### src/design/ctc_pkg.sv
// Package: shared types, character codes and the connective decision function.
`timescale 1ns / 1ps
package ctc_pkg;

  localparam int QUEUE_DEPTH_DEF = 4;

  localparam logic [7:0] CH_SPACE  = " ";
  localparam logic [7:0] CH_COMMA  = ",";
  localparam logic [7:0] CH_LBRACK = "[";
  localparam logic [7:0] CH_RBRACK = "]";
  localparam logic [7:0] CH_LBRACE = "{";
  localparam logic [7:0] CH_RBRACE = "}";
  localparam logic [7:0] CH_LT     = "<";
  localparam logic [7:0] CH_GT     = ">";
  localparam logic [7:0] CH_LPAREN = "(";
  localparam logic [7:0] CH_RPAREN = ")";
  localparam logic [7:0] CH_APOS   = "'";
  localparam logic [7:0] CH_DQUOTE = "\"";
  localparam logic [7:0] CH_MINUS  = "-";
  localparam logic [7:0] CH_EQ     = "=";
  localparam logic [7:0] CH_AMP    = "&";
  localparam logic [7:0] CH_PIPE   = "|";
  localparam logic [7:0] CH_SLASH  = "/";
  localparam logic [7:0] CH_BSLASH = "\\";
  localparam logic [7:0] CH_ONE    = "1";
  localparam logic [7:0] CH_TWO    = "2";
  localparam logic [7:0] CH_COLON  = ":";
  localparam logic [7:0] CH_DOLLAR = "$";
  localparam logic [7:0] CH_QMARK  = "?";
  localparam logic [7:0] CH_CARET  = "^";
  localparam logic [7:0] CH_BANG   = "!";
  localparam logic [7:0] CH_PLUS   = "+";
  localparam logic [7:0] CH_SEMI   = ";";
  localparam logic [7:0] CH_UNDER  = "_";
  localparam logic [7:0] CH_PCT    = "%";
  localparam logic [7:0] CH_HASH   = "#";

  typedef struct packed {
    logic [7:0] in_byte;
    logic       is_final;
  } in_t;

  typedef struct packed {
    logic [7:0] out_char;
    logic       end_mark;
  } out_t;

  // Plain: one character. Pad: space, char, space. Open quote: space, (, space, quote, space.
  typedef enum logic [1:0] {
    TK_PLAIN,
    TK_PAD,
    TK_OPEN_Q
  } tok_kind_t;

  typedef struct packed {
    tok_kind_t  kind;
    logic [7:0] ch;
    logic       last;
  } tok_t;

  typedef struct packed {
    logic [1:0] k;
    tok_t       tok;
  } dec_t;

  // One decision on the head of the window. k is the number of bytes consumed,
  // zero when the rule cannot be settled yet.
  function automatic dec_t ctc_decide(logic [7:0] c0, logic [7:0] c1, logic [7:0] c2,
                                      logic [1:0] avail, logic fin);
    dec_t res;
    logic done;
    res.k        = 2'd1;
    res.tok.kind = TK_PLAIN;
    res.tok.ch   = c0;
    res.tok.last = 1'b0;
    done         = 1'b0;
    case (c0)
      CH_COMMA: begin
        res.tok.ch = CH_SPACE;
        done = 1'b1;
      end
      CH_LBRACK: begin
        res.tok.kind = TK_OPEN_Q;
        res.tok.ch   = CH_APOS;
        done = 1'b1;
      end
      CH_LBRACE: begin
        res.tok.kind = TK_OPEN_Q;
        res.tok.ch   = CH_DQUOTE;
        done = 1'b1;
      end
      CH_RBRACE, CH_RBRACK, CH_GT: begin
        res.tok.ch = CH_RPAREN;
        done = 1'b1;
      end
      default: begin
      end
    endcase
    if (!done && c0 == CH_LT) begin
      if (avail >= 2'd2) begin
        if (c1 != CH_MINUS && c1 != CH_EQ) begin
          res.tok.ch = CH_LPAREN;
          done = 1'b1;
        end
      end else if (fin) begin
        res.tok.ch = CH_LPAREN;
        done = 1'b1;
      end else begin
        res.k = 2'd0;
        done = 1'b1;
      end
    end
    if (!done && !fin && avail < 2'd3) begin
      res.k = 2'd0;
      done = 1'b1;
    end
    if (!done && avail >= 2'd2) begin
      done = 1'b1;
      res.k = 2'd2;
      if (c0 == CH_AMP && c1 == CH_SLASH)         res.tok.ch = CH_PLUS;
      else if (c0 == CH_AMP && c1 == CH_AMP)      res.tok.ch = CH_SEMI;
      else if (c0 == CH_PIPE && c1 == CH_PIPE)    res.tok.ch = CH_UNDER;
      else if (c0 == CH_SLASH && c1 == CH_ONE)    res.tok.ch = CH_SLASH;
      else if (c0 == CH_SLASH && c1 == CH_TWO)    res.tok.ch = CH_PCT;
      else if (c0 == CH_BSLASH && c1 == CH_ONE)   res.tok.ch = CH_BSLASH;
      else if (c0 == CH_BSLASH && c1 == CH_TWO)   res.tok.ch = CH_HASH;
      else if (avail == 2'd3) begin
        res.k = 2'd3;
        if (c0 == CH_MINUS && c1 == CH_MINUS && c2 == CH_GT)      res.tok.ch = CH_COLON;
        else if (c0 == CH_PIPE && c1 == CH_MINUS && c2 == CH_GT)  res.tok.ch = CH_COMMA;
        else if (c0 == CH_LT && c1 == CH_MINUS && c2 == CH_GT)    res.tok.ch = CH_EQ;
        else if (c0 == CH_EQ && c1 == CH_SLASH && c2 == CH_GT)    res.tok.ch = CH_DOLLAR;
        else if (c0 == CH_EQ && c1 == CH_EQ && c2 == CH_GT)       res.tok.ch = CH_QMARK;
        else if (c0 == CH_LT && c1 == CH_EQ && c2 == CH_GT)       res.tok.ch = CH_CARET;
        else if (c0 == CH_MINUS && c1 == CH_MINUS) begin
          res.k = 2'd2;
          res.tok.ch = CH_BANG;
        end else begin
          res.k = 2'd1;
        end
      end else begin
        res.k = 2'd1;
      end
    end
    // Any parenthesis that comes out, passed through or produced, is padded.
    if (res.tok.kind == TK_PLAIN && (res.tok.ch == CH_LPAREN || res.tok.ch == CH_RPAREN)) begin
      res.tok.kind = TK_PAD;
    end
    return res;
  endfunction

endpackage

### src/design/ctc_front.sv
// Front end: fills a three-byte window; decides one connective per cycle while queue has room.
`timescale 1ns / 1ps
module ctc_front
  import ctc_pkg::*;
(
  input  logic clk,
  input  logic rst_n,
  input  logic in_push,
  output logic in_full,
  input  in_t  in_data,
  output logic q_push,
  output tok_t q_data,
  input  logic q_full
);

  logic [7:0] w_r [3];
  logic [7:0] w_nxt [3];
  logic [1:0] cnt_r, cnt_nxt;
  logic       fin_r, fin_nxt;
  logic       busy_r, busy_nxt;

  dec_t       dec;
  logic [1:0] rem;
  logic       step_go;
  logic       loop_done;
  logic       accept;

  always_comb begin
    dec       = ctc_decide(w_r[0], w_r[1], w_r[2], cnt_r, fin_r);
    rem       = cnt_r - dec.k;
    step_go   = busy_r && (dec.k != 2'd0) && !q_full;
    loop_done = busy_r && ((dec.k == 2'd0) || (step_go && rem == 2'd0));
    in_full   = busy_r && !loop_done;
    accept    = in_push && !in_full;

    q_push        = step_go;
    q_data        = dec.tok;
    q_data.last   = fin_r && (rem == 2'd0);

    w_nxt    = w_r;
    cnt_nxt  = cnt_r;
    fin_nxt  = fin_r;
    busy_nxt = busy_r;

    if (step_go) begin
      case (dec.k)
        2'd1: begin
          w_nxt[0] = w_r[1];
          w_nxt[1] = w_r[2];
        end
        2'd2: w_nxt[0] = w_r[2];
        default: begin
        end
      endcase
      cnt_nxt = rem;
      if (rem == 2'd0) begin
        fin_nxt = 1'b0;
      end
    end
    if (loop_done) begin
      busy_nxt = 1'b0;
    end
    if (accept) begin
      case (cnt_nxt)
        2'd0:    w_nxt[0] = in_data.in_byte;
        2'd1:    w_nxt[1] = in_data.in_byte;
        default: w_nxt[2] = in_data.in_byte;
      endcase
      cnt_nxt  = cnt_nxt + 2'd1;
      fin_nxt  = in_data.is_final;
      busy_nxt = 1'b1;
    end
  end

  always_ff @(posedge clk) begin
    if (!rst_n) begin
      w_r[0] <= '0;
      w_r[1] <= '0;
      w_r[2] <= '0;
      cnt_r  <= '0;
      fin_r  <= 1'b0;
      busy_r <= 1'b0;
    end else begin
      w_r    <= w_nxt;
      cnt_r  <= cnt_nxt;
      fin_r  <= fin_nxt;
      busy_r <= busy_nxt;
    end
  end

endmodule

### src/design/ctc_fifo.sv
// Token queue between the front end and the back end.
`timescale 1ns / 1ps
module ctc_fifo
  import ctc_pkg::*;
#(
  parameter int DEPTH = QUEUE_DEPTH_DEF
) (
  input  logic clk,
  input  logic rst_n,
  input  logic push,
  input  tok_t push_data,
  output logic full,
  input  logic pop,
  output tok_t pop_data,
  output logic empty
);

  localparam int PTR_W = $clog2(DEPTH);
  localparam int CNT_W = $clog2(DEPTH + 1);

  tok_t             mem_r [DEPTH];
  logic [PTR_W-1:0] wr_ptr_r, rd_ptr_r;
  logic [CNT_W-1:0] count_r;
  logic             do_push, do_pop;

  assign full     = (count_r == CNT_W'(DEPTH));
  assign empty    = (count_r == '0);
  assign do_push  = push && !full;
  assign do_pop   = pop && !empty;
  assign pop_data = mem_r[rd_ptr_r];

  always_ff @(posedge clk) begin
    if (do_push) begin
      mem_r[wr_ptr_r] <= push_data;
    end
  end

  always_ff @(posedge clk) begin
    if (!rst_n) begin
      wr_ptr_r <= '0;
      rd_ptr_r <= '0;
      count_r  <= '0;
    end else begin
      if (do_push) begin
        wr_ptr_r <= (wr_ptr_r == PTR_W'(DEPTH - 1)) ? '0 : wr_ptr_r + PTR_W'(1);
      end
      if (do_pop) begin
        rd_ptr_r <= (rd_ptr_r == PTR_W'(DEPTH - 1)) ? '0 : rd_ptr_r + PTR_W'(1);
      end
      if (do_push && !do_pop) begin
        count_r <= count_r + CNT_W'(1);
      end else if (do_pop && !do_push) begin
        count_r <= count_r - CNT_W'(1);
      end
    end
  end

endmodule

### src/design/ctc_back.sv
// Back end: expands tokens into characters, padded as the kind asks; one character per cycle unless output is held.
`timescale 1ns / 1ps
module ctc_back
  import ctc_pkg::*;
(
  input  logic clk,
  input  logic rst_n,
  output logic q_pop,
  input  tok_t q_data,
  input  logic q_empty,
  output logic out_empty,
  input  logic out_pop,
  output out_t out_data
);

  tok_t       tok_r;
  logic       tok_valid_r;
  logic [2:0] idx_r;
  out_t       out_r;
  logic       out_valid_r;

  logic [2:0] last_idx;
  logic [7:0] cur_char;
  logic       last_char;
  logic       load;
  logic       take;

  always_comb begin
    case (tok_r.kind)
      TK_PLAIN: begin
        last_idx = 3'd0;
        cur_char = tok_r.ch;
      end
      TK_PAD: begin
        last_idx = 3'd2;
        cur_char = (idx_r == 3'd1) ? tok_r.ch : CH_SPACE;
      end
      TK_OPEN_Q: begin
        last_idx = 3'd4;
        if (idx_r == 3'd1)      cur_char = CH_LPAREN;
        else if (idx_r == 3'd3) cur_char = tok_r.ch;
        else                    cur_char = CH_SPACE;
      end
      default: begin
        last_idx = 3'd0;
        cur_char = tok_r.ch;
      end
    endcase
    last_char = (idx_r == last_idx);
    load      = tok_valid_r && (!out_valid_r || out_pop);
    take      = !tok_valid_r || (load && last_char);
    q_pop     = take && !q_empty;
  end

  assign out_empty = !out_valid_r;
  assign out_data  = out_r;

  always_ff @(posedge clk) begin
    if (load) begin
      out_r.out_char <= cur_char;
      out_r.end_mark <= tok_r.last && last_char;
    end
    if (q_pop) begin
      tok_r <= q_data;
    end
  end

  always_ff @(posedge clk) begin
    if (!rst_n) begin
      tok_valid_r <= 1'b0;
      idx_r       <= '0;
      out_valid_r <= 1'b0;
    end else begin
      if (q_pop) begin
        tok_valid_r <= 1'b1;
        idx_r       <= '0;
      end else if (load && last_char) begin
        tok_valid_r <= 1'b0;
      end else if (load) begin
        idx_r <= idx_r + 3'd1;
      end
      if (load) begin
        out_valid_r <= 1'b1;
      end else if (out_pop) begin
        out_valid_r <= 1'b0;
      end
    end
  end

endmodule

### src/design/copula_token_canonicalizer_top.sv
// Top level of the connective canonicalizer: front end, token queue and back end.
`timescale 1ns / 1ps
// The block takes statement text one byte per item, with is_final set on the
// last byte, and returns the canonical text one character per item, with
// end_mark set on the last character of the statement. The front end keeps a
// window of up to three bytes and settles one connective per cycle while the
// queue has room; a byte is accepted in the cycle after the previous one when
// its rule settles at once, and in steady text each byte first enters the
// window and is then decided at its head. Settled tokens wait in a small queue
// of QUEUE_DEPTH entries. The back end writes one character per cycle into the
// output register while it is empty or being popped, so a plain token gives one
// character, a padded parenthesis three and an opening bracket or brace five.
// The output register is refilled as its character is popped, and a full queue
// stalls only the front end. There are no configuration registers and no
// start-up sweep: the block takes items from the first cycle after reset.
module copula_token_canonicalizer_top
  import ctc_pkg::*;
#(
  parameter int QUEUE_DEPTH = QUEUE_DEPTH_DEF
) (
  input  logic clk,
  input  logic rst_n,
  input  logic in_push,
  output logic in_full,
  input  in_t  in_data,
  output logic out_empty,
  input  logic out_pop,
  output out_t out_data
);

  // Token queue handshake between the two halves.
  logic q_push, q_full, q_pop, q_empty;
  tok_t q_wdata, q_rdata;

  ctc_front u_front (
    .clk     (clk),
    .rst_n   (rst_n),
    .in_push (in_push),
    .in_full (in_full),
    .in_data (in_data),
    .q_push  (q_push),
    .q_data  (q_wdata),
    .q_full  (q_full)
  );

  ctc_fifo #(
    .DEPTH (QUEUE_DEPTH)
  ) u_fifo (
    .clk       (clk),
    .rst_n     (rst_n),
    .push      (q_push),
    .push_data (q_wdata),
    .full      (q_full),
    .pop       (q_pop),
    .pop_data  (q_rdata),
    .empty     (q_empty)
  );

  ctc_back u_back (
    .clk       (clk),
    .rst_n     (rst_n),
    .q_pop     (q_pop),
    .q_data    (q_rdata),
    .q_empty   (q_empty),
    .out_empty (out_empty),
    .out_pop   (out_pop),
    .out_data  (out_data)
  );

  // The front end must never push a token that the queue would drop.
  assert property (@(posedge clk) disable iff (!rst_n) q_push |-> !q_full)
    else $error("token pushed into a full queue");

  // The back end must never take a token from an empty queue.
  assert property (@(posedge clk) disable iff (!rst_n) q_pop |-> !q_empty)
    else $error("token popped from an empty queue");

  // A token pushed into an empty queue is visible to the back end next cycle.
  assert property (@(posedge clk) disable iff (!rst_n) (q_push && q_empty) |=> !q_empty)
    else $error("token lost in the queue");

endmodule

### config.mk
export PLATFORM = sky130hd
export DESIGN_NAME = copula_token_canonicalizer_top
export DESIGN_NICKNAME = d
export VERILOG_FILES = /design/src/design/ctc_pkg.sv /design/src/design/ctc_front.sv /design/src/design/ctc_fifo.sv /design/src/design/ctc_back.sv /design/src/design/copula_token_canonicalizer_top.sv
export SDC_FILE = /design/constraint.sdc
export NUM_CORES = 1
export LEC_CHECK = 0
export ABC_AREA = 0
export ABC_CLOCK_PERIOD_IN_PS = 7000
export BUFFER_PORTS_ARGS = -buffer_cell sky130_fd_sc_hd__buf_4
export CORE_MARGIN = 2
export CORE_UTILIZATION = 37
export DETAILED_ROUTE_END_ITERATION = 16
export MAX_ROUTING_LAYER = met4
export PLACE_DENSITY = 0.62
export REMOVE_ABC_BUFFERS = 1
export SLEW_MARGIN = 10
export SYNTH_ARGS = -nofsm -noshare
export SYNTH_HDL_FRONTEND = slang
export SYNTH_SLANG_ARGS = --single-unit
### constraint.sdc
create_clock -name clk -period 7 [get_ports clk]
set_clock_uncertainty 0.05 [all_clocks]
set_input_delay 0.35 -clock clk [delete_from_list [all_inputs] [get_ports clk]]
set_output_delay 0.35 -clock clk [all_outputs]
set_load 0.005 [all_outputs]
======== Word-level counts from Yosys, hierarchy flattened ========
Memory sizes are Yosys's and may differ from the RTL's. A register that Yosys moved wholly into a read port is not among the register bits.
Index checks and enable logic that the tools add are counted.
storage, ports and cells
  memories kept ........................... 1
  output and inout bits ................... 11
  word-level logic and storage cells ...... 217
  register bits ........................... 49
  bits in writable memories ............... 44
operators by class
  multiplexer cells ....................... 77
  equality and inequality tests ........... 37
  bitwise logic cells ..................... 3
  $add $sub $neg .......................... 7
  $lt $le $gt $ge ......................... 2
  reduce and logical (&&, ||, !) cells .... 76
memory list
  memory        depth  bits a word  read ports  clocked after memory_dff  write ports  RTL line        text
  u_fifo.mem_r  4      11           1           1                         1            ctc_fifo.sv:21  tok_t mem_r [DEPTH];
operator list
  operator                                                                  number
  8-bit 2-to-1 mux                                                          27
  8-bit by 6-bit equality test with 1-bit output (second input constant)    16
  8-bit by 7-bit equality test with 1-bit output (second input constant)    7
  2-bit 2-to-1 mux                                                          25
  1-bit logical AND                                                         40
  8-bit case mux with 2 select lines                                        2
  8-bit case mux with 4 select lines                                        1
  24-bit 2-to-1 mux                                                         1
  1-bit 2-to-1 mux                                                          17
  16-bit 2-to-1 mux                                                         1
  8-bit by 6-bit inequality test with 1-bit output (second input constant)  2
  2-bit nonzero test                                                        7
  1-bit logical NOT                                                         12
  2-bit equality test (second input constant)                               5
  2-bit logical NOT                                                         4
  2-bit by 1-bit adder with 2-bit output (second input constant)            3
  3-bit by 1-bit adder with 3-bit output (second input constant)            2
  2-bit by 1-bit equality test with 1-bit output (second input constant)    3
  3-bit 2-to-1 mux                                                          2
  3-bit case mux with 2 select lines                                        1
  2-bit AND reduction                                                       3
  2-bit OR reduction                                                        3
  6-bit OR reduction                                                        1
  1-bit logical OR                                                          4
  other kinds (11)                                                          13

======== Depth between registers and ports, before layout ========
Gate-level depths: netlist (run 1).
  depth in word-level cells ............... 30
  gate-level depth with buffers ........... 20
  depth with buffers taken out ............ 17

======== By module ========
From an unflattened synthesis (run 1), not the netlist that was laid out.
unflattened totals
  cell total of the unflattened synthesis .. 523
  area, all modules ....................... 5731.7 µm²
by module, submodules not included
  module     area an instance (µm²)  times used  cells an instance
  ctc_front  2625.0                  1           342
  ctc_fifo   2060.7                  1           108
  ctc_back   1046.0                  1           73

======== Worst setup path after synthesis (run 1) ========
OpenSTA, ideal clock, no wires.
  path kind ............................... register -> register
  start ................................... reg u_front.w_r[17] (netlist name)
  end ..................................... reg u_fifo.count_r[2]
  arrival ................................. 4.697 ns
  setup slack ............................. 2.177 ns
  required time ........................... 6.874 ns
  clock period less this slack ............ 4.823 ns
  cell stages (with the launch flop) ...... 21
  cells stage by stage .................... dfxtp_1 -> clkbuf_1 -> nand3b_1 -> nor3_1 -> nand3_1 -> or4b_2 -> and2_1 -> o211ai_1 -> o21ai_0 -> and2_1 -> ha_1 -> nand2b_1 -> clkbuf_1 -> a21oi_1 -> clkbuf_1 -> ha_1 -> inv_1 -> fa_1 -> xor2_1 -> or3_1 -> a21boi_0
on the way
  word-level cells in the longest chain between the ends .. 25
  elaborated cells between the ends (all ways) .. 72
RTL lines
  element                                                            RTL line                                        text
  from (decl)                                                        ctc_front.sv:16                                 logic [7:0] w_r [3];
  from (signal assigned)                                             ctc_front.sv:84                                 w_r <= w_nxt;
  8-bit by 6-bit equality test with 1-bit output (on tied branches)  --
  1-bit logical AND (on tied branches)                               ctc_pkg.sv:129, ctc_pkg.sv:135, ctc_pkg.sv:134
  2-bit 2-to-1 mux / 1-bit logical AND (equally long branches)       ctc_pkg.sv:135, ctc_pkg.sv:134
  2-bit 2-to-1 mux                                                   ctc_pkg.sv:134                                  else if (c0 == CH_LT && c1 == CH_EQ && c2 == CH_GT) res.tok.ch = CH_CARET;
  2-bit 2-to-1 mux                                                   ctc_pkg.sv:133                                  else if (c0 == CH_EQ && c1 == CH_EQ && c2 == CH_GT) res.tok.ch = CH_QMARK;
  2-bit 2-to-1 mux                                                   ctc_pkg.sv:132                                  else if (c0 == CH_EQ && c1 == CH_SLASH && c2 == CH_GT) res.tok.ch = CH_DOLLAR;
  2-bit 2-to-1 mux                                                   ctc_pkg.sv:131                                  else if (c0 == CH_LT && c1 == CH_MINUS && c2 == CH_GT) res.tok.ch = CH_EQ;
  2-bit 2-to-1 mux                                                   ctc_pkg.sv:130                                  else if (c0 == CH_PIPE && c1 == CH_MINUS && c2 == CH_GT) res.tok.ch = CH_COMMA;
  (+9 left out)                                                      --
  2-bit 2-to-1 mux (*)                                               ctc_pkg.sv:117                                  if (!done && avail >= 2'd2) begin
  2-bit nonzero test (*)                                             ctc_front.sv:31                                 step_go = busy_r && (dec.k != 2'd0) && !q_full;
  1-bit logical AND (*) (2 in series)                                ctc_front.sv:31
  1-bit logical AND (*)                                              ctc_fifo.sv:28                                  assign do_push = push && !full;
  net u_fifo.do_push                                                 ctc_fifo.sv:24                                  logic do_push, do_pop;
  1-bit logical NOT                                                  ctc_fifo.sv:52                                  end else if (do_pop && !do_push) begin
  1-bit logical AND                                                  ctc_fifo.sv:52
  2-bit nonzero test (no source line)                                --
  to (signal assigned)                                               ctc_fifo.sv:51                                  count_r <= count_r + CNT_W'(1);
  to (signal assigned)                                               ctc_fifo.sv:53                                  count_r <= count_r - CNT_W'(1);
  to (decl)                                                          ctc_fifo.sv:23                                  logic [CNT_W-1:0] count_r;
Mark *: on every way through the listed nets, which the timed path passes. The rest lies on a longest branch.
A chain may end at the register's enable or synchronous reset.

======== Worst setup path in the final report (run 1) ========
  start ................................... reg u_front.w_r[11] (netlist name)
  end ..................................... out in_full
on the way
  word-level cells in the longest chain between the ends .. 26
  elaborated cells between the ends (all ways) .. 66
RTL lines
  element                                                            RTL line                                        text
  8-bit by 6-bit equality test with 1-bit output (on tied branches)  --
  1-bit logical AND (on tied branches)                               ctc_pkg.sv:129, ctc_pkg.sv:135, ctc_pkg.sv:134
  2-bit 2-to-1 mux / 1-bit logical AND (equally long branches)       ctc_pkg.sv:135, ctc_pkg.sv:134
  2-bit 2-to-1 mux                                                   ctc_pkg.sv:134
  2-bit 2-to-1 mux                                                   ctc_pkg.sv:133
  2-bit 2-to-1 mux                                                   ctc_pkg.sv:132
  2-bit 2-to-1 mux                                                   ctc_pkg.sv:131
  2-bit 2-to-1 mux                                                   ctc_pkg.sv:130
  (+7 left out)                                                      --
  2-bit 2-to-1 mux                                                   ctc_pkg.sv:121                                  else if (c0 == CH_AMP && c1 == CH_AMP) res.tok.ch = CH_SEMI;
  2-bit 2-to-1 mux                                                   ctc_pkg.sv:120                                  if (c0 == CH_AMP && c1 == CH_SLASH) res.tok.ch = CH_PLUS;
  2-bit 2-to-1 mux (*)                                               ctc_pkg.sv:117
  branches (longest 4 deep; another with 2-bit subtractor)           --
  1-bit logical OR (*)                                               ctc_front.sv:32                                 loop_done = busy_r && ((dec.k == 2'd0) || (step_go && rem == 2'd0));
  1-bit logical AND (*)                                              ctc_front.sv:32
  1-bit logical NOT (*)                                              ctc_front.sv:33                                 in_full = busy_r && !loop_done;
  1-bit logical AND (*)                                              ctc_front.sv:33
  to (decl)                                                          copula_token_canonicalizer_top.sv:24            output logic in_full,
Mark *: on every way between the ends.

==> out/metrics.yaml, run 1 <==
status: "completed"
drt_iter0_drc: 324
slew_violations: 0
drive_gt1_share_pct: 14.3
syn-instance-count: 509
post_cts_buffers: 0
max_cap_violations: 0
setup_tns_ps: 0
synth_common_cells: "edfxtp_1 (64), nand2_1 (53), dfxtp_1 (40)"
syn_area_um2: 5640
grt_usage_pct: 17.8
postRouteWirelength_um: 13400
drc_errors: 0
hold_violations: 0
nets: 551
drt_pass1_iterations: 5
drtAntennaViolNets: 0
yosysUniqueCellTypes: 72
synth_top_cell_by_area: "edfxtp_1"
use_met2_pct: 30.6
worstMarginPinSlew_ps: 1020
layout.cells.non_filler: 713
ctsLongestPathBuffers: 2
yosys-top-cells-area: "edfxtp_1 (34%), dfxtp_1 (14%), mux2i_1 (5.1%), mux4_2 (4.4%), ha_1 (3.8%)"
place_ws_ps: 1890
grt_pass1_wl_um: 21500
holdBufCountCts: 0
die_area_um2: 16300
worst-setup-path-type: "flip-flop to output port"
place_congestion: 0.904
powerDensity_nw_per_um2: 292
post-synth-top-count-cell: "edfxtp_1"
synth-edff-count: 64
fin_crit_ps: 5230
clk_pin_slew_ps: 70
peakVddDrop_mv: 0.120
finalSetupViolCount: 0
syn_area_per_cell_um2: 11.1
vias_per_cell: 5.63
synth.top_cell.area_share_pct: 34.1
crit_fanout: 13
start_util_pct: 37.5
insertion_delay_ps: 360
antenna_found_initial: 0
grt_max_degree: 49
rsz0062_at_grt: "no"
synthFlopType: "edfxtp_1"
diodes: 0
dp_hpwl_um: 10000
io_pins: 24
hold_path.class: "input pin to flip-flop"
port_buffers: 23
cts_resized: 0
gr-total-overflow: 0
p_leak_uw: 0.00219
tritoncts: "done"
period_share_pct: 74.8
crit_required_ps: 6600
relSlewSlack_pct: 31.6
critPathCaptureType: "output port"
arrival_ps: 4830
wire_per_inst_um: 18.7
numCtsBuffers: 9
seq_area_frac_synth_pct: 48.3
fill_cells: 1424
cts-root-buf: "clkbuf_16"
die-width_um: 127
critPathLaunchType: "flip-flop"
clock_sinks: 104
ys_warn_count: 0
htreeDepth: 3
grt_pass1_vias: 3950
area_growth_pct: 10.4
grt_util_met3_pct: 3.64
grt_most_used_layer: "met2"
setup_ws_ps: 1770
clock.fmax_mhz: 191
grtUsageMet1_pct: 20.6
num_rows: 45
dp.cells: 697
via_count: 4017
ys_ff_latch: 104
coreArea_um2: 15000
die_h_um: 127
postSynth.asyncResetShare_pct: 0
## critical path, stage by stage, from the launching register on
cell      delay [ps]
dfxtp_1          470
nand4b_1         260
nor3_1           560
nand3_1          160
or4b_2           680
and2_1           190
o211ai_1         150
o21ai_0          120
and2_1           200
ha_1             190
nand2b_1         290
a21oi_1          220
buf_4            210
nand2_1          110
nor3_4           380
nor2_1           100
buf_4            150
## placed cells by master (no fill, tap or decap), drive strengths merged, types with 7 or more instances in the layout
master | synthesis | routed
dfxtp | 40 | 40
nand2 | 53 | 53
mux2 | 9 | 9
inv | 19 | 22
nor2 | 31 | 31
nand4 | 9 | 9
nor3 | 10 | 10
and3 | 7 | 7
ha | 17 | 17
clkbuf | 16 | 11
mux4 | 11 | 11
buf | 11 | 27
a22oi | 10 | 10
o211ai | 15 | 15
nand3 | 11 | 11
o21ai | 15 | 15
edfxtp | 64 | 64
mux2i | 29 | 29
a21oi | 12 | 12
nor2b | 25 | 25
and2 | 7 | 7
## cells by family after synthesis
family	synth area share, %
buf+inv	3.39
mux	11.3
flops	48.3
compound gates	12.2
fa+ha+maj	4.13
xor+xnor	0.776
simple gates	19.9
## flip-flops by register name (all words and copies together), names as in the netlist
signal / count
u_back.out_data: 9
u_fifo.wr_ptr_r: 2
u_back.tok_valid_r: 1
u_front.w_r: 24
u_back.idx_r: 3
u_fifo.mem_r: 44
u_front.busy_r: 1
u_front.fin_r: 1
u_back.out_valid_r: 1
u_fifo.rd_ptr_r: 2
u_fifo.count_r: 3
u_front.cnt_r: 2
u_back.tok_r: 11
## final timing paths
check                                                startpoint                              end  slack [ps]  cells after the start
worst max register to register       u_front.w_r[11]$_SDFF_PN0_   u_fifo.count_r[2]$_SDFFE_PN0P_        1810                     18
worst min register to register  u_back.tok_valid_r$_SDFFE_PN0P_  u_back.out_valid_r$_SDFFE_PN0P_         430                      1
worst max-delay path                 u_front.w_r[11]$_SDFF_PN0_                          in_full        1770                     16
worst min-delay path                                 in_data[0]       u_front.fin_r$_SDFFE_PN0P_         200                      3
## final cells by class
| class | instances | area [um^2] | share of cell area, % |
|---|---|---|---|
| inverters | 19 | 71.3 | 1.14 |
| well taps | 188 | 235 | 3.78 |
| clock inverters | 5 | 37.5 | 0.603 |
| clock buffers | 11 | 233 | 3.74 |
| multi-input cells | 359 | 2730 | 43.8 |
| flip-flops and latches | 104 | 2720 | 43.7 |
| repair buffers | 27 | 203 | 3.25 |
## power breakdown
part	internal [uW]	switching [uW]
Clock	245	230
Combinational	223	241
Sequential	790	92.1
Total	1260	563
## per-layer routing
metal  vias to the layer above  wire length [um]
met5                         -                 0
met4                         0               393
met3                        25               431
met2                        86              6890
met1                      1976              5650
li1                       1930                 -
## through the flow
step	util [%]	area, um^2	hold WS [ps]	power, uW
3_3_place_gp	39.6	5960	411	1350
3_5_place_dp	39.6	5960	421	1370
4_1_cts	41.4	6230	201	1850
5_1_grt	41.4	6230	210	1930
6_report	41.4	6230	201	1820
2_1_floorplan	-	5520	398	1200
No activity file was read; power rests on OpenSTA's default activity.
==> run 2, diff against run 1 <==
Settings changed: ABC_AREA 0 to 1, ABC_CLOCK_PERIOD_IN_PS 7000 to 4550, PLACE_DENSITY 0.62 to 0.64.
Clock period 7 ns to 4.55 ns, I/O delays scaled along.
==> run 2 against run 1 <==
  * Die area up 3.6%
  * Sequential cell count unchanged
  * Clock power up 66%
  * Count of clock-buffer cells in the layout down 2
  * Sequential share of layout area down 2.2 points
  * Global-route usage down 0.73 points
  * First-iteration DRC count up 9.9%
  * Routed wire length down 0.95%
  * Critical path depth up 4
  * Combinational power up 67%
  * Register-to-register slack worse by 1300 ps
  * Largest power group unchanged
==> out/metrics.yaml, run 2 <==
worst-setup-path-type: "flip-flop to flip-flop"
largest_reg_flops: 44  # unchanged
io_pins: 24  # unchanged
synth-edff-count: 64  # unchanged
start_util_pct: 38.2  # +0.70 points
dp_hpwl_um: 9790  # -2.5%
synth_common_cells: "nand2_1 (155), nor2_1 (100), inv_1 (85)"
grt_max_degree: 26  # -47%
diodes: 0  # unchanged
crit_required_ps: 4740  # -1860 ps
clock.fmax_mhz: 246
worstMarginPinSlew_ps: 955  # -67.6 ps
tritoncts: "done"
port_buffers: 23  # unchanged
status: "completed"
insertion_delay_ps: 360  # about the same
peakVddDrop_mv: 0.214  # +79%
p_leak_uw: 0.00257  # +17%
yosys-top-cells-area: "edfxtp_1 (33%), dfxtp_1 (14%), nand2_1 (9.9%), o21ai_0 (6.9%), nor2_1 (6.4%)"
nets: 787  # +43%
final_common_cell: "nand2_1"
postSynth.asyncResetShare_pct: 0  # unchanged
hold_violations: 0  # unchanged
synth_top_cell_by_area: "edfxtp_1"
max_cap_violations: 0  # unchanged
ys_warn_count: 0  # unchanged
critPathCaptureType: "flip-flop"
ff_latch_area_um2: 2720  # unchanged
drt_pass1_iterations: 5  # unchanged
synth.top_cell.area_share_pct: 32.8  # -1.2 points
arrival_ps: 4250  # -580 ps
layout_common_cells: "nand2_1 (155), nor2_1 (100), inv_1 (84)"
post_cts_buffers: 0  # unchanged
wire_per_inst_um: 13.6  # -27%
hold_path.class: "input pin to flip-flop"
post-synth-top-count-cell: "nand2_1"
postRouteWirelength_um: 13200  # -0.95%
num_rows: 45  # unchanged
die-width_um: 130  # +1.8%
grt_pass1_wl_um: 21900  # +1.7%
yosysUniqueCellTypes: 49  # -32%
stdcell_area_um2: 6550  # +5.2%
ctsLongestPathBuffers: 2  # unchanged
rsz0062_at_grt: "no"
place_congestion: 0.964  # +6.6%
drc_errors: 0  # unchanged
clock_sinks: 104  # unchanged
syn_area_um2: 5850  # +3.8%
vias_per_cell: 4.93  # -13%
critPathLaunchType: "flip-flop"
grt_usage_pct: 17.1  # -0.73 points
finalSetupViolCount: 0  # unchanged
coreArea_um2: 15300  # +1.9%
fill_cells: 1564  # +9.8%
gr-total-overflow: 0  # unchanged
numCtsBuffers: 9  # unchanged
slew_violations: 0  # unchanged
seq_area_frac_synth_pct: 46.5  # -1.8 points
top_regs: "u_fifo.mem_r: 44 flops, u_front.w_r: 24 flops, u_back.tok_r: 11 flops"
drtAntennaViolNets: 0  # unchanged
grt_pass1_vias: 4446  # +13%
syn_area_per_cell_um2: 7.98  # -28%
fin_crit_ps: 4060
drt_iter0_drc: 356  # +9.9%
crit_fanout: 5  # -8
clk_pin_slew_ps: 70  # about the same
setup_tns_ps: 0  # unchanged
antenna_found_initial: 0  # unchanged
via_count: 4791  # +19%
die_area_um2: 16800  # +3.6%
max_flop_register: "u_fifo.mem_r"
syn-instance-count: 734  # +44%
powerDensity_nw_per_um2: 443  # +51%
placed_area_um2: 6250  # +4.8%
multi_input_area_um2: 2660  # -2.4%
period_share_pct: 89.2
cts-root-buf: "clkbuf_16"
ys_ff_latch: 104  # unchanged
htreeDepth: 3  # unchanged
synthFlopType: "edfxtp_1"
die_h_um: 130  # +1.8%
relSlewSlack_pct: 36.2  # +4.7 points
drive_gt1_share_pct: 14.2  # -0.094 points
area_growth_pct: 11.9
run 2: cell count changes in the layout (fill, tap and decap cells not counted), moves of 19 or more:
| cell | before | now |
|---|---|---|
| nand2_2 | 0 | 19 |
| o21ai_0 | 14 | 81 |
| mux2i_1 | 29 | 0 |
| nor2b_1 | 25 | 0 |
| nor2_1 | 31 | 100 |
| nand2_1 | 53 | 155 |
| inv_1 | 19 | 84 |
run 2: area by class of cell:
| type | instances | area share, % |
|---|---|---|
| Clock buffer | 9 | 3.44 |
| Clock inverter | 7 | 1.18 |
| Inverter | 94 | 5.52 |
| Multi-Input combinational cell | 515 | 40.6 |
| Sequential cell | 104 | 41.5 |
| Tap cell | 211 | 4.03 |
| Timing Repair Buffer | 32 | 3.67 |
run 2: critical path, cell delays in order (launching register included):
cell,delay [ps]
dfxtp_1,470
nor2_1,120
nand2_1,170
nor3_1,120
nand2_1,80
nand4_1,120
a2111oi_1,380
nand2_1,110
a21oi_1,290
inv_1,110
ha_1,220
nor2_1,240
o31ai_1,200
inv_1,130
ha_1,150
inv_1,70
fa_1,430
a21oi_1,150
o21ai_0,120
o21ai_0,160
a21oi_1,50
run 2: final timing paths:
kind	start	to	slack, ps	cells past startpoint
worst min register to register	u_back.idx_r[2]$_SDFFE_PP0P_	u_back.idx_r[2]$_SDFFE_PP0P_	440	2
worst min-delay path	out_pop	u_back.out_valid_r$_SDFFE_PN0P_	120	4
worst max-delay path	u_front.w_r[20]$_SDFF_PN0_	u_fifo.count_r[2]$_SDFFE_PN0P_	490	20
worst max register to register	u_front.w_r[20]$_SDFF_PN0_	u_fifo.count_r[2]$_SDFFE_PN0P_	490	20
run 2: routing by layer:
metal  track usage (%)  routed length (um)  share of wire (%)
met1              20.4                5960                 45
met2              29.1                6580                 50
met3              3.36                 444                3.4
met4              5.50                 245                1.9
met5                 -                   0                  0
run 2: cell families (layout without fill, tap and decap cells):
kind of cell	after synthesis	after routing	synth area share, %
xor gates and xnor gates	1	1	0.150
adders and majority gates	18	18	3.98
muxes	1	1	0.192
buffers and inverters	115	142	8.04
AOI/OAI and AO/OA	146	146	14.0
and+or+nand+nor	349	349	27.2
DFF	104	104	46.5
run 2: per-stage QoR:
stage | cells | utilization [%] | power [uW] | hold WS, ps | setup slack (ps)
4_1_cts | 972 | 42.8 | 2930 | 104 | 432
3_5_place_dp | 956 | 40.8 | 2140 | 432 | 484
3_3_place_gp | 956 | 40.8 | 2130 | 420 | 510
2_1_floorplan | 713 | - | 1860 | 299 | 917
5_1_grt | 972 | 42.8 | 3120 | 117 | 19.2
6_report | 972 | 42.8 | 2900 | 116 | 493
run 2: timing repair:
action,in CTS,in global routing
gates resized for setup,0,2
hold buffers,0,0
setup endpoints to repair,0,9
run 2: power by group:
group | switching (uW) | total (uW) | internal [uW] | leakage [uW]
combinational | 493 | 775 | 281 | 0.00150
clock | 356 | 789 | 432 | 0.000147
sequential | 113 | 1340 | 1220 | 0.000917
total | 963 | 2900 | 1940 | 0.00257
==> run 3, diff against run 2 <==
Settings changed: ABC_CLOCK_PERIOD_IN_PS 4550 to 4400, PLACE_DENSITY 0.64 to 0.62.
Clock period 4.55 ns to 4.4 ns, I/O delays scaled along.
==> run 3 against run 2 <==
  * Largest cell class unchanged
  * Via count is 1.3% higher
  * Final area increased by 0.78%
  * Routed wire length fell by 0.17%
==> out/metrics.yaml, run 3 (synthesis results as in run 2) <==
status: "completed"
num_rows: 45  # unchanged
grt_pass1_wl_um: 22100  # +1.2%
final_util_pct: 43.1  # +0.33 points
fin_crit_ps: 4020
htreeDepth: 3  # unchanged
top_regs: "u_fifo.mem_r: 44 flops, u_front.w_r: 24 flops, u_back.tok_r: 11 flops"
peakVddDrop_mv: 0.199  # -6.8%
place_congestion: 0.944  # -2.1%
io_pins: 24  # unchanged
holdPathEnd: "u_front.fin_r$_SDFFE_PN0P_"
layout_common_cells: "nand2_1 (155), nor2_1 (100), inv_1 (84)"
crit_fanout: 10  # +5
crit_top_cell: "nand2_1"
drive_gt1_share_pct: 14.9  # +0.73 points
worstRegToRegCells: 22  # +10%
relSlewSlack_pct: 34.8  # -1.4 points
hold_slack_ps: 101  # -14.6 ps
p_leak_uw: 0.00259  # +0.88%
slowest_stage: "dfxtp_1"
area_growth_pct: 12.8
largest_reg_flops: 44  # unchanged
dp_hpwl_um: 9790  # about the same
grt_max_degree: 26  # unchanged
finalSetupViolCount: 0  # unchanged
critPathCaptureType: "output port"
die-width_um: 130  # unchanged
total_power_uw: 3030  # +4.5%
period_share_pct: 91.4
gr-total-overflow: 0  # unchanged
antenna_found_initial: 0  # unchanged
die_area_um2: 16800  # unchanged
final_common_cell: "nand2_1"
cts-root-buf: "clkbuf_16"
min_from: "in_data[0]"
critPathLaunchType: "flip-flop"
hold_violations: 0  # unchanged
clk_pin_slew_ps: 70  # about the same
multi_input_area_um2: 2680  # +0.47%
fill_cells: 1579  # +0.96%
whs_path_depth: 3  # -1
die_h_um: 130  # unchanged
nets: 790  # +0.38%
layout.cells.non_filler: 975  # +0.31%
drt_iter0_drc: 402  # +13%
worstMarginPinSlew_ps: 976  # +21.0 ps
hold_path.class: "input pin to flip-flop"
insertion_delay_ps: 360  # about the same
start_util_pct: 38.2  # unchanged
via_count: 4855  # +1.3%
max_cap_violations: 0  # unchanged
rsz0062_at_grt: "no"
ff_latch_area_um2: 2720  # unchanged
drc_errors: 0  # unchanged
drt_pass1_iterations: 5  # unchanged
tritoncts: "done"
rrSetupSlack_ps: 410  # -80 ps
postRouteWirelength_um: 13200  # -0.17%
worstPathCellList: "nand2_1 > inv_2 > nand2_2 > a21oi_1 > nand2_1 > nand2_1 > nand2_4 > nor2_1 > nand2_1 > a21oi_2 > inv_1 > ha_1 > nor2_1 > o31ai_1 > inv_1 > nand2_1 > inv_1 > nand3_4 > nand2_4 > buf_4 > inv_1 > buf_4"
port_buffers: 23  # unchanged
drtAntennaViolNets: 0  # unchanged
cpPeakStageDelay_ps: 430  # -40 ps
clock.fmax_mhz: 249
clock_sinks: 104  # unchanged
max_flop_register: "u_fifo.mem_r"
r2r_start: "u_front.w_r[13]$_SDFF_PN0_"
r2r-end: "u_front.w_r[8]$_SDFF_PN0_"
powerDensity_nw_per_um2: 459  # +3.7%
diodes: 0  # unchanged
worst-setup-path-type: "flip-flop to output port"
wire_per_inst_um: 13.5  # -0.48%
dp.cells: 959  # +0.31%
numCtsBuffers: 9  # unchanged
grt_pass1_vias: 4460  # +0.31%
arrival_ps: 3750  # -500 ps
coreArea_um2: 15300  # unchanged
crit_required_ps: 4130  # -610 ps
vias_per_cell: 4.98  # +1.0%
setup_tns_ps: 0  # unchanged
slew_violations: 0  # unchanged
ctsLongestPathBuffers: 2  # unchanged
grt_usage_pct: 17.2  # +0.10 points
run 3: critical path: cells and delay by family (launching register included):
kind / cells / cell delay (ps)
AO/OA/AOI/OAI: 3 / 660
flip-flops: 1 / 430
buffers and inverters: 7 / 770
adder cells (fa/ha/maj): 1 / 180
AND/OR/NAND/NOR: 11 / 1360
run 3: final cells by class:
class | count | area share, %
clock buffer | 9 | 3.41
multi-input combinational | 515 | 40.5
inverter | 94 | 5.47
tap | 211 | 4.00
clock inverter | 7 | 1.42
sequential | 104 | 41.2
timing repair buffer | 35 | 3.98
run 3: what timing repair did:
| item | CTS | global route |
|---|---|---|
| hold buffers | 0 | 0 |
| resized for setup | 0 | 5 |
| endpoints found under the setup margin | 0 | 22 |
| setup buffers | 0 | 0 |
run 3: report_power, final:
part	internal (uW)	switching, uW
combinational	292	516
sequential	1270	118
clock	457	383
run 3: routing by layer:
metal	vias up	routed length [um]	GRT usage [%]
met5	-	0	-
met1	2230	5890	20.7
met4	0	216	4.81
met3	24	509	3.49
met2	119	6590	29.4
li1	2482	-	-
run 3: stage by stage:
stage / area [um^2] / setup slack [ps]
3_3_place_gp: 6270 / 345
2_1_floorplan: 5740 / 767
4_1_cts: 6590 / 242
6_report: 6610 / 378
5_1_grt: 6610 / 10.4
3_5_place_dp: 6270 / 296
run 3: worst max-delay path by stage:
stage,startpoint,to,slack [ps],cells after the start
floorplan,u_front.w_r[23]$_SDFF_PN0_,u_fifo.count_r[2]$_SDFFE_PN0P_,770,19
global placement,u_front.w_r[20]$_SDFF_PN0_,u_front.w_r[8]$_SDFF_PN0_,340,21
detailed placement,u_front.w_r[20]$_SDFF_PN0_,u_front.w_r[8]$_SDFF_PN0_,300,21
CTS,u_front.w_r[23]$_SDFF_PN0_,u_front.w_r[8]$_SDFF_PN0_,240,23
global route,u_front.w_r[20]$_SDFF_PN0_,u_front.w_r[8]$_SDFF_PN0_,10,19
finish,u_front.w_r[13]$_SDFF_PN0_,in_full,380,22
